## src/design/assert_macros.svh

```systemverilog
// Assertion macros shared by the stable priority queue RTL.
// No dependencies; included by the modules that carry assertions.
`ifndef ASSERT_MACROS_SVH
`define ASSERT_MACROS_SVH

// Checked on every rising edge while reset is released.
`define SPQ_ASSERT(lbl, clk, rstn, prop, msg) \
    lbl: assert property (@(posedge clk) disable iff (!rstn) prop) else $error(msg);

// Checked on every rising edge, reset included.
`define SPQ_ASSERT_ALWAYS(lbl, clk, prop, msg) \
    lbl: assert property (@(posedge clk) prop) else $error(msg);

`endif

```

## src/design/spq_pkg.sv

```systemverilog
// Package for the stable priority queue: field widths, status codes and the
// command and status structs between controller and datapath. No dependencies.
`default_nettype none

package spq_pkg;

    localparam int CAPACITY_DEF   = 16;
    localparam int NUM_LEVELS_DEF = 5;

    localparam int VALUE_W  = 16;
    localparam int LEVEL_W  = 3;
    localparam int STATUS_W = 2;
    localparam int OCC_W    = 5;

    typedef enum logic [STATUS_W-1:0] {
        ST_OK    = 2'd0,
        ST_EMPTY = 2'd1,
        ST_FULL  = 2'd2
    } t_status;

    // Controller to datapath.
    typedef struct packed {
        logic load;          // capture the input beat
        logic issue;         // read the memories at the working slot
        logic push_commit;   // link the new entry into its level list
        logic pop_commit;    // unlink the head entry and free its slot
        logic reject_full;   // report a refused push
        logic reject_empty;  // report a pop on an empty queue
    } t_cmd;

    // Datapath to controller.
    typedef struct packed {
        logic is_pop;
        logic full;
        logic empty;
    } t_stat;

endpackage

`default_nettype wire

```

## src/design/spq_ctrl.sv

```systemverilog
// Controller state machine of the stable priority queue.
// Depends on spq_pkg and assert_macros.svh.
`default_nettype none
`include "assert_macros.svh"

module spq_ctrl
    import spq_pkg::*;
(
    input  wire logic  i_clk,
    input  wire logic  i_rst_n,
    input  wire logic  start,
    output logic       busy,
    input  wire t_stat i_stat,
    output t_cmd       o_cmd
);

    typedef enum logic [1:0] {
        S_IDLE,
        S_ISSUE,
        S_COMMIT
    } t_state;

    t_state r_state;
    t_state n_state;

    always_comb begin
        n_state = r_state;
        o_cmd   = '0;
        unique case (r_state)
            S_IDLE: begin
                o_cmd.load = start;
                if (start) begin
                    n_state = S_ISSUE;
                end
            end
            S_ISSUE: begin
                o_cmd.issue = 1'b1;
                if (i_stat.is_pop && i_stat.empty) begin
                    o_cmd.reject_empty = 1'b1;
                    n_state            = S_IDLE;
                end else if (!i_stat.is_pop && i_stat.full) begin
                    o_cmd.reject_full = 1'b1;
                    n_state           = S_IDLE;
                end else begin
                    n_state = S_COMMIT;
                end
            end
            S_COMMIT: begin
                o_cmd.push_commit = !i_stat.is_pop;
                o_cmd.pop_commit  = i_stat.is_pop;
                n_state           = S_IDLE;
            end
            default: begin
                n_state = S_IDLE;
            end
        endcase
    end

    always_ff @(posedge i_clk) begin
        if (!i_rst_n) begin
            r_state <= S_IDLE;
        end else begin
            r_state <= n_state;
        end
    end

    assign busy = (r_state != S_IDLE);

    // At most one result-producing action per cycle.
    `SPQ_ASSERT(a_one_action, i_clk, i_rst_n, $onehot0({o_cmd.push_commit, o_cmd.pop_commit, o_cmd.reject_full, o_cmd.reject_empty}), "spq_ctrl: more than one action in a cycle")
    // A commit always follows an issue cycle that did not reject.
    `SPQ_ASSERT(a_commit_after_issue, i_clk, i_rst_n, (o_cmd.push_commit || o_cmd.pop_commit) |-> $past(o_cmd.issue) && !$past(o_cmd.reject_full) && !$past(o_cmd.reject_empty), "spq_ctrl: commit without a clean issue")

endmodule

`default_nettype wire

```

## src/design/spq_datapath.sv

```systemverilog
// Datapath of the stable priority queue: slot memories, per-level linked
// lists, free list and result register. Depends on spq_pkg, assert_macros.svh.
`default_nettype none
`include "assert_macros.svh"

module spq_datapath
    import spq_pkg::*;
#(
    parameter int CAPACITY   = CAPACITY_DEF,
    parameter int NUM_LEVELS = NUM_LEVELS_DEF
) (
    input  wire logic                i_clk,
    input  wire logic                i_rst_n,
    input  wire t_cmd                i_cmd,
    output t_stat                    o_stat,
    input  wire logic                i_action,
    input  wire logic [VALUE_W-1:0]  i_value,
    input  wire logic [LEVEL_W-1:0]  i_level,
    output logic                     o_valid,
    output logic [STATUS_W-1:0]      o_status,
    output logic [VALUE_W-1:0]       o_popped_value,
    output logic [LEVEL_W-1:0]       o_popped_level,
    output logic [OCC_W-1:0]         o_occupancy
);

    localparam int AW  = $clog2(CAPACITY);
    localparam int CW  = $clog2(CAPACITY + 1);
    localparam int LIW = $clog2(NUM_LEVELS);

    // Slot memories: data word and link to the next slot of the same list.
    logic [VALUE_W-1:0] mem_val  [CAPACITY];
    logic [AW-1:0]      mem_next [CAPACITY];

    // One linked list per level.
    logic [AW-1:0]         r_head [NUM_LEVELS];
    logic [AW-1:0]         r_tail [NUM_LEVELS];
    logic [NUM_LEVELS-1:0] r_nonempty;

    logic [CW-1:0] r_count;
    // Slots at or above r_fill were never handed out; freed slots below it
    // form a stack linked through mem_next.
    logic [CW-1:0] r_fill;
    logic [AW-1:0] r_free_head;

    logic               r_action;
    logic [VALUE_W-1:0] r_value;
    logic [LEVEL_W-1:0] r_lvl;
    logic [LIW-1:0]     r_sel;
    logic [AW-1:0]      r_slot;
    logic [VALUE_W-1:0] r_rd_val;
    logic [AW-1:0]      r_rd_next;

    logic                r_valid;
    t_status             r_status;
    logic [VALUE_W-1:0]  r_pval;
    logic [LEVEL_W-1:0]  r_plvl;

    logic [LEVEL_W-1:0] lv_clamp;
    logic [LIW-1:0]     hi_idx;
    logic [LIW-1:0]     n_sel;
    logic [LEVEL_W-1:0] n_lvl;
    logic               free_avail;
    logic [AW-1:0]      rd_addr;
    logic               next_we;
    logic [AW-1:0]      next_waddr;
    logic [AW-1:0]      next_wdata;

    always_comb begin
        lv_clamp = i_level;
        if (i_level == '0) begin
            lv_clamp = LEVEL_W'(1);
        end else if (int'(i_level) > NUM_LEVELS) begin
            lv_clamp = LEVEL_W'(NUM_LEVELS);
        end
    end

    // Highest non-empty level wins; later iterations override earlier ones.
    always_comb begin
        hi_idx = '0;
        for (int i = 0; i < NUM_LEVELS; i++) begin
            if (r_nonempty[i]) begin
                hi_idx = LIW'(i);
            end
        end
    end

    assign n_sel = i_action ? hi_idx : LIW'(lv_clamp - LEVEL_W'(1));
    assign n_lvl = LEVEL_W'(int'(hi_idx) + 1);

    assign free_avail = (r_fill != r_count);
    assign rd_addr    = r_action   ? r_head[r_sel] :
                        free_avail ? r_free_head   : r_fill[AW-1:0];

    assign next_we    = i_cmd.pop_commit || (i_cmd.push_commit && r_nonempty[r_sel]);
    assign next_waddr = i_cmd.pop_commit ? r_slot      : r_tail[r_sel];
    assign next_wdata = i_cmd.pop_commit ? r_free_head : r_slot;

    always_ff @(posedge i_clk) begin
        if (i_cmd.issue) begin
            r_rd_val  <= mem_val[rd_addr];
            r_rd_next <= mem_next[rd_addr];
        end
        if (i_cmd.push_commit) begin
            mem_val[r_slot] <= r_value;
        end
        if (next_we) begin
            mem_next[next_waddr] <= next_wdata;
        end
    end

    always_ff @(posedge i_clk) begin
        if (i_cmd.load) begin
            r_action <= i_action;
            r_value  <= i_value;
            r_lvl    <= n_lvl;
            r_sel    <= n_sel;
        end
        if (i_cmd.issue) begin
            r_slot <= rd_addr;
        end
        if (i_cmd.push_commit) begin
            r_tail[r_sel] <= r_slot;
            if (!r_nonempty[r_sel]) begin
                r_head[r_sel] <= r_slot;
            end
            if (free_avail) begin
                r_free_head <= r_rd_next;
            end
        end
        if (i_cmd.pop_commit) begin
            r_head[r_sel] <= r_rd_next;
            r_free_head   <= r_slot;
        end
        if (i_cmd.pop_commit) begin
            r_status <= ST_OK;
            r_pval   <= r_rd_val;
            r_plvl   <= r_lvl;
        end else if (i_cmd.push_commit) begin
            r_status <= ST_OK;
            r_pval   <= '0;
            r_plvl   <= '0;
        end else if (i_cmd.reject_full) begin
            r_status <= ST_FULL;
            r_pval   <= '0;
            r_plvl   <= '0;
        end else if (i_cmd.reject_empty) begin
            r_status <= ST_EMPTY;
            r_pval   <= '0;
            r_plvl   <= '0;
        end
    end

    always_ff @(posedge i_clk) begin
        if (!i_rst_n) begin
            r_count    <= '0;
            r_fill     <= '0;
            r_nonempty <= '0;
            r_valid    <= 1'b0;
        end else begin
            r_valid <= i_cmd.push_commit || i_cmd.pop_commit ||
                       i_cmd.reject_full || i_cmd.reject_empty;
            if (i_cmd.push_commit) begin
                r_count           <= r_count + CW'(1);
                r_nonempty[r_sel] <= 1'b1;
                if (!free_avail) begin
                    r_fill <= r_fill + CW'(1);
                end
            end
            if (i_cmd.pop_commit) begin
                r_count <= r_count - CW'(1);
                // The list empties when its head is also its tail.
                if (r_slot == r_tail[r_sel]) begin
                    r_nonempty[r_sel] <= 1'b0;
                end
            end
        end
    end

    assign o_stat.is_pop = r_action;
    assign o_stat.full   = (r_count == CW'(CAPACITY));
    assign o_stat.empty  = (r_count == '0);

    assign o_valid        = r_valid;
    assign o_status       = r_status;
    assign o_popped_value = r_pval;
    assign o_popped_level = r_plvl;
    assign o_occupancy    = OCC_W'(r_count);

    `SPQ_ASSERT(a_count_bound, i_clk, i_rst_n, (r_count <= CW'(CAPACITY)) && (r_count <= r_fill) && (r_fill <= CW'(CAPACITY)), "spq_datapath: count or fill out of range")
    `SPQ_ASSERT(a_push_count, i_clk, i_rst_n, i_cmd.push_commit |=> r_count == $past(r_count) + CW'(1), "spq_datapath: push did not grow the queue")
    `SPQ_ASSERT_ALWAYS(a_empty_lists, i_clk, (i_rst_n && (r_count == '0)) |-> (r_nonempty == '0), "spq_datapath: empty queue with a live level list")

endmodule

`default_nettype wire

```

## src/design/stable_priority_queue.sv

```systemverilog
// Top level of the stable priority queue: controller plus datapath.
// Depends on spq_pkg, spq_ctrl and spq_datapath.
//
// Usage:
//   Raise start with i_action, i_value and i_level while busy is low; the
//   beat is taken at that rising edge. A push (action 0) stores the value
//   behind every entry of equal or higher level; a pop (action 1) removes
//   the oldest entry of the highest level.
//   Each beat yields exactly one result, shown for one cycle with o_valid:
//   o_status, o_popped_value, o_popped_level and o_occupancy.
//   A push or pop that succeds registers its result in the commit state,
//   after the issue state; a refused push or a pop on an empty queue
//   registers it in the issue state. o_valid is high in the cycle after.
//   The next beat can be taken at the edge ending that cycle, so a new
//   beat is never taken before the last one has given its result.
//   The three steps are accept, one registered read of the slot memories,
//   and the write back of links, pointers and counts.
//   Reset (synchronous, active low) empties the queue at once; slot
//   contents are left as they are and no clearing pass runs.
//   The receiver cannot stall: each result must be taken when shown.
`default_nettype none

module stable_priority_queue
    import spq_pkg::*;
#(
    parameter int CAPACITY   = CAPACITY_DEF,
    parameter int NUM_LEVELS = NUM_LEVELS_DEF
) (
    input  wire logic                i_clk,
    input  wire logic                i_rst_n,
    input  wire logic                start,
    output logic                     busy,
    input  wire logic                i_action,
    input  wire logic [VALUE_W-1:0]  i_value,
    input  wire logic [LEVEL_W-1:0]  i_level,
    output logic                     o_valid,
    output logic [STATUS_W-1:0]      o_status,
    output logic [VALUE_W-1:0]       o_popped_value,
    output logic [LEVEL_W-1:0]       o_popped_level,
    output logic [OCC_W-1:0]         o_occupancy
);

    t_cmd  cmd;
    t_stat stat;

    spq_ctrl u_ctrl (
        .i_clk   (i_clk),
        .i_rst_n (i_rst_n),
        .start   (start),
        .busy    (busy),
        .i_stat  (stat),
        .o_cmd   (cmd)
    );

    spq_datapath #(
        .CAPACITY   (CAPACITY),
        .NUM_LEVELS (NUM_LEVELS)
    ) u_datapath (
        .i_clk          (i_clk),
        .i_rst_n        (i_rst_n),
        .i_cmd          (cmd),
        .o_stat         (stat),
        .i_action       (i_action),
        .i_value        (i_value),
        .i_level        (i_level),
        .o_valid        (o_valid),
        .o_status       (o_status),
        .o_popped_value (o_popped_value),
        .o_popped_level (o_popped_level),
        .o_occupancy    (o_occupancy)
    );

endmodule

`default_nettype wire

```

## config.mk

```make
export PLATFORM = sky130hd
export DESIGN_NAME = stable_priority_queue
export DESIGN_NICKNAME = d
export VERILOG_FILES = /design/src/design/spq_pkg.sv /design/src/design/spq_ctrl.sv /design/src/design/spq_datapath.sv /design/src/design/stable_priority_queue.sv
export VERILOG_INCLUDE_DIRS = /design/src /design/src/design
export SDC_FILE = /design/constraint.sdc
export NUM_CORES = 1
export LEC_CHECK = 0
export BUFFER_PORTS_ARGS = -buffer_cell sky130_fd_sc_hd__buf_2
export CAP_MARGIN = 20
export CORE_UTILIZATION = 29
export CTS_BUF_LIST = sky130_fd_sc_hd__clkbuf_8 sky130_fd_sc_hd__clkbuf_16
export CTS_CLUSTER_SIZE = 20
export DETAILED_ROUTE_END_ITERATION = 8
export HOLD_SLACK_MARGIN = 0.1
export PLACE_DENSITY = 0.55
export SYNTH_ARGS = -nofsm -noshare
export SYNTH_HDL_FRONTEND = slang
export SYNTH_HIERARCHICAL = 1
export SYNTH_SLANG_ARGS = --single-unit
```

## constraint.sdc

```tcl
create_clock -name i_clk -period 3.3 [get_ports i_clk]
set_clock_uncertainty 0.2 [all_clocks]
set_input_delay 0.495 -clock i_clk [delete_from_list [all_inputs] [get_ports i_clk]]
set_output_delay 0.495 -clock i_clk [all_outputs]
set_load 0.005 [all_outputs]
```

### Word level (Yosys, flattened, before mapping)

Memory sizes are Yosys's and may differ from the RTL's. A register that Yosys moved wholly into a read port is not among the register bits.
Cells that the tools add are included.

* output and inout port bits: 28
* word-level logic and storage cells: 116
* bits in writable memories: 360
* memories kept: 4
* input bits: 23
* flip-flop bits (word level): 70

Memory list
* u_datapath.mem_val: depth 16, width 16, read ports 1, clocked after memory_dff 1, write ports 1, RTL line spq_datapath.sv:31 `logic [VALUE_W-1:0] mem_val [CAPACITY];`
* u_datapath.mem_next: depth 16, width 4, read ports 1, clocked after memory_dff 1, write ports 1, RTL line spq_datapath.sv:32 `logic [AW-1:0] mem_next [CAPACITY];`
* u_datapath.r_head: depth 5, width 4, read ports 1, clocked after memory_dff 1, write ports 1, RTL line spq_datapath.sv:35 `logic [AW-1:0] r_head [NUM_LEVELS];`
* u_datapath.r_tail: depth 5, width 4, read ports 1, clocked after memory_dff 1, write ports 1, RTL line spq_datapath.sv:36 `logic [AW-1:0] r_tail [NUM_LEVELS];`

* eq/ne operators: 6
* add/subtract/negate cells: 5
* order comparisons: 3
* reduce and logical (&&, ||, !) cells: 21
* bitwise logic cells: 5
* muxes and demuxes: 57

Operators by type and width (number)
* 16-bit 2-to-1 mux: 4
* 4-bit 2-to-1 mux: 8
* 3-bit 2-to-1 mux: 10
* 5-bit 2-to-1 mux: 6
* 2-bit 2-to-1 mux: 9
* 1-bit 2-to-1 mux: 17
* 5-bit by 1-bit adder with 5-bit output (second input constant): 2
* 2-bit nonzero test: 4
* 5-bit AND: 1
* 5-bit equality test (second input constant): 1
* 5-bit logical NOT: 1
* 5-bit inequality test: 1
* 5-bit inverter: 1
* 5-bit bitwise OR: 1
* 5-bit by 1-bit subtractor with 5-bit output (second input constant): 1
* 4-bit equality test: 1
* 1-bit logical AND: 4
* 1-bit logical OR: 4
* 3-bit by 4-bit less-than comparator with 1-bit output (second input constant): 1
* 2-bit case mux with 2 select lines: 1
* 2-bit AND reduction: 2
* 4-bit nonzero test: 1
* 3-bit by 1-bit adder with 3-bit output (second input constant): 1
* 1-bit binary-select mux with 3-bit select: 1
* 14 further kinds: 14

### Depth between registers and ports, before layout

* word-level depth: 10
* depth in mapped cells: 12
* mapped depth without buffers: 8

### Modules after synthesis

The synthesis kept the hierarchy.

Modules (own cells, without submodules)
* spq_datapath: area an instance 18181.2 µm², sequential area each 13332.8 µm², instances 1, cells an instance 1094
* spq_ctrl: area an instance 126.4 µm², sequential area each 40.0 µm², instances 1, cells an instance 14

### Worst setup path before layout

No wires, ideal clock.

* path type: register to register
* start: register u_datapath.r_action
* end: memory u_datapath.mem_val[0][0] (enable)
* path buffers: 2
* required time: 2.691 ns
* stages on the path, launching flop included: 7
* arrival: 2.674 ns
* path slack: 0.017 ns
* cell sequence: edfxtp_1 -> buf_4 -> nor3b_1 -> clkbuf_1 -> inv_1 -> or3_1 -> nor3_1

RTL lines
* start: declaration: RTL line spq_datapath.sv:45 `logic r_action;`
* start signal: assignment: RTL line spq_datapath.sv:113 `r_action <= i_action;`
* end: declaration: RTL line spq_datapath.sv:31

### Worst setup path in the final report

* start: register u_datapath.r_fill[0]
* end: register u_datapath.r_rd_next[3] (read register of u_datapath.mem_next), data pin

* cells in the longest elaborated chain, start to end: 3

RTL lines
* start: declaration: RTL line spq_datapath.sv:42 `logic [CW-1:0] r_fill;`
* start signal: assignment: RTL line spq_datapath.sv:166 `r_fill <= r_fill + CW'(1);`
* 5-bit inequality test: RTL line spq_datapath.sv:90 `assign free_avail = (r_fill != r_count);`
* 4-bit 2-to-1 mux *: RTL line spq_datapath.sv:92 `free_avail ? r_free_head : r_fill[AW-1:0];`
* 4-bit 2-to-1 mux *: RTL line spq_datapath.sv:91 `assign rd_addr = r_action ? r_head[r_sel] :`
* end: declaration: RTL line spq_datapath.sv:51 `logic [AW-1:0] r_rd_next;`

Every way passes the cells marked *; elsewhere a longest branch is shown, timed or not.
A chain may end at the register's enable or synchronous reset.

==> out/metrics.cfg <==
[timing]
post-route-period-util_pct = 94.9
finalSetupViolations = 0
period_minus_slack_ps = 3130
max_freq_mhz = 319
finalHoldViolCount = 0
fin_tns_setup_ps = 0
fin_ws_ps = 170
rsz0062_at_grt = false
maxSlewHeadroom_pct = 46.0
slew_violations = 0
worst_slew_pin_slew_ps = 808

[power]
clock_power_share_pct = 39.9
powerDensity_nw_per_um2 = 583
p_leak_uw = 0.00763
switchingPower_uw = 2940
vdd_drop_max_v = 0.000364
swShare_pct = 23.2
combPwrFrac_pct = 8.7
pwr-share-seq_pct = 51.5
p_int_uw = 9730

[drt]
wl_per_cell_um = 19.4
antenna_left = 0
drt_pass1_iterations = 5
avgViaCountPerCell = 4.57
wl_met2_mm = 19.7
wirelength_met1_mm = 18.6
drt-total-wl_mm = 41.0
drc = 0
num_vias = 9669
drtIter0Drc = 604
routed.top_layer = met4
wl_met3_mm = 1.65

[cts]
ctsHtreeMaxLevel = 2
ctsResizeCount = 0
insertion_delay_ps = 590
cts_tree = built
cts_buffers = 50
root_buffer = clkbuf_16
clock-sinks = 453
cts.path.max_buffers = 3
clk_pin_slew_worst_paths_ps = 60

[worst_setup_path]
end_kind = flop
cp.arrival_ps = 3230
critical_path_class = flop to flop
regToRegStartpoint = u_datapath/r_fill[0]$_SDFFE_PN0P_
required_ps = 3400
cp_max_fo = 48
cp-start-kind = flop
r2r_slack_ps = 170
worstSetupStartpoint = u_datapath/r_fill[0]$_SDFFE_PN0P_
crit_end = u_datapath/r_rd_next[3]$_DFFE_PP_
timing.rr.end = u_datapath/r_rd_next[3]$_DFFE_PP_
reg2regPathDepth = 11

[floorplan]
rows = 91
pin_count = 51
die_h_um = 253
core_um2 = 62100
dieArea_um2 = 64100
die_w_um = 253
start_util_pct = 29.5

[global_routing]
antenna_found_initial = 2
overflow = 0
grt_pass1_wl_mm = 61.4
grt_usage_pct = 12.9
grt_max_degree = 49
grt_pass1_vias = 9752

[finish]
multi_input_area_um2 = 4660
fillers = 5852
final_cells = 2115
layout.cells.most_common = edfxtp_1
synthToLayoutAreaGrowth_pct = 18.6
seq_area_um2 = 13400
antenna_cells = 0
final_cell_mix = 430 x edfxtp_1, 120 x mux2i_1, 97 x nand2_1, 81 x mux2_2, 62 x o211ai_1
post-route-util_pct = 35.0
final_net_count = 1270
drive_gt1_share_pct = 24.0

[logic_synthesis]
synth.net_count = 1138
yosys_warnings = 6
syn_inst = 1108
ys_seq_area_share_pct = 73.0
ys_types = 52
syn_area_um2 = 18300
syn_area_per_cell_um2 = 16.5
synthArstFlopShare_pct = 0
synth_ff_type = edfxtp_1
yosys_register_bits = 453
synth_edf_count = 430

[placement]
finalWeightedCongestion = 0.787
dp_hpwl_mm = 25.2
portBuffers = 50
dp.cells = 2004
dp_slack_ps = 100

[hold_path]
min_path_type = primary input to flop

[status]
run_status = complete, no violations

[run]
drv_cap = 0

## worst max-delay path: stages, from the launching register on
cell and delay, ps:
dfxtp_1 320, xor2_1 180, nor4_4 490, nand2_2 110, buf_4 170, mux2_4 300, o21ai_4 150, buf_12 240
buf_12 250, nand2_1 80, o211ai_1 150, nand4_1 160
## metrics by stage
| step | hold slack, ps | cell area [µm²] | total power [µW] |
|---|---|---|---|
| 2_1_floorplan | 284 | 18300 | 7340 |
| 3_3_place_gp | 273 | 20000 | 7700 |
| 3_5_place_dp | 286 | 20000 | 7720 |
| 4_1_cts | 153 | 21700 | 12800 |
| 5_1_grt | 160 | 21700 | 13100 |
| 6_report | 179 | 21700 | 12700 |
## cell families (layout without fill, tap and decap cells)
| kind of cell | Yosys count | after routing | share of synthesized area (%) |
|---|---|---|---|
| adders and majority gates | 7 | 7 | 0.519 |
| and+or+nand+nor | 248 | 248 | 6.74 |
| AOI/OAI and AO/OA | 104 | 104 | 4.06 |
| xor gates and xnor gates | 19 | 19 | 0.909 |
| muxes | 212 | 212 | 12.8 |
| DFF | 453 | 453 | 73.0 |
| buffers and inverters | 65 | 235 | 1.92 |
## power groups by stage
stage / registers (µW) / logic [µW] / clock network (µW)
floorplan: 6580 / 753 / 0
global placement: 6630 / 1070 / 0
detailed placement: 6640 / 1080 / 0
CTS: 6520 / 1100 / 5210
global route: 6530 / 1190 / 5430
finish: 6520 / 1100 / 5050
## area by class of cell
type / instances / share of cell area, %
clock buffer: 50 / 5.76
inverter: 8 / 0.138
tap: 837 / 4.82
clock inverter: 40 / 1.04
sequential: 453 / 61.6
multi-input combinational: 590 / 21.5
timing repair buffer: 137 / 5.19
## cells in the mapped netlist (all sizes together), types with 9 or more instances
cell    number  area, µm²
a21oi       14       70.1
and2        32        200
buf         35        239
clkbuf      22       82.6
dfxtp       23        460
edfxtp     430      12900
mux2        82        927
mux2i      121       1210
mux4         9        203
nand2       98        370
nand2b      15        101
nand4       17        106
nor2        42        158
nor3        11       55.1
o211ai      62        465
o21ai       10       61.3
xnor2        9       78.8
xor2        10       87.6
## how the worst min path moves through the flow
| stage | from | cells past startpoint | slack (ps) | to |
|---|---|---|---|---|
| after global placement | u_datapath/o_status[1]$_SDFFE_PP0P_ | 2 | 270 | u_datapath/o_status[1]$_SDFFE_PP0P_ |
| final | start | 2 | 180 | u_datapath/r_sel[0]$_DFFE_PP_ |
| after floorplan | u_datapath/o_status[0]$_SDFFE_PP0P_ | 2 | 280 | u_datapath/o_status[0]$_SDFFE_PP0P_ |
| after global routing | start | 2 | 160 | u_datapath/r_lvl[1]$_DFFE_PP_ |
| after CTS | start | 2 | 150 | u_datapath/r_action$_DFFE_PP_ |
| after detailed placement | u_datapath/o_status[1]$_SDFFE_PP0P_ | 2 | 290 | u_datapath/o_status[1]$_SDFFE_PP0P_ |
## layer usage
layer / vias up / global-route usage (%)
met5: - / 0
li1: 4528 / -
met1: 4883 / 17.2
met4: 0 / 4.50
met3: 55 / 2.12
met2: 203 / 21.3
## registers in the layout, summed over array words and instances, names as in the netlist, named ones only
signal                     cells
u_datapath/r_sel               3
u_datapath/r_head             20
u_datapath/r_lvl               3
u_datapath/o_popped_value     16
u_datapath/r_rd_val           16
u_datapath/mem_val           256
u_datapath/r_fill              5
u_datapath/o_occupancy         5
u_datapath/mem_next           64
u_datapath/o_valid             1
u_datapath/o_popped_level      3
u_datapath/r_free_head         4
u_datapath/r_nonempty          5
u_datapath/r_rd_next           4
u_datapath/o_status            2
u_datapath/r_slot              4
u_ctrl/r_state                 2
u_datapath/r_value            16
u_datapath/r_tail             20
u_datapath/r_action            1
## what timing repair did
| item | in CTS | in global routing |
|---|---|---|
| endpoints found under the hold margin | 18 | 0 |
| setup buffers | 0 | 3 |
| setup endpoints to repair | 0 | 5 |
| hold buffers | 18 | 0 |
Note: power is estimated with default switching activity, not from simulation.
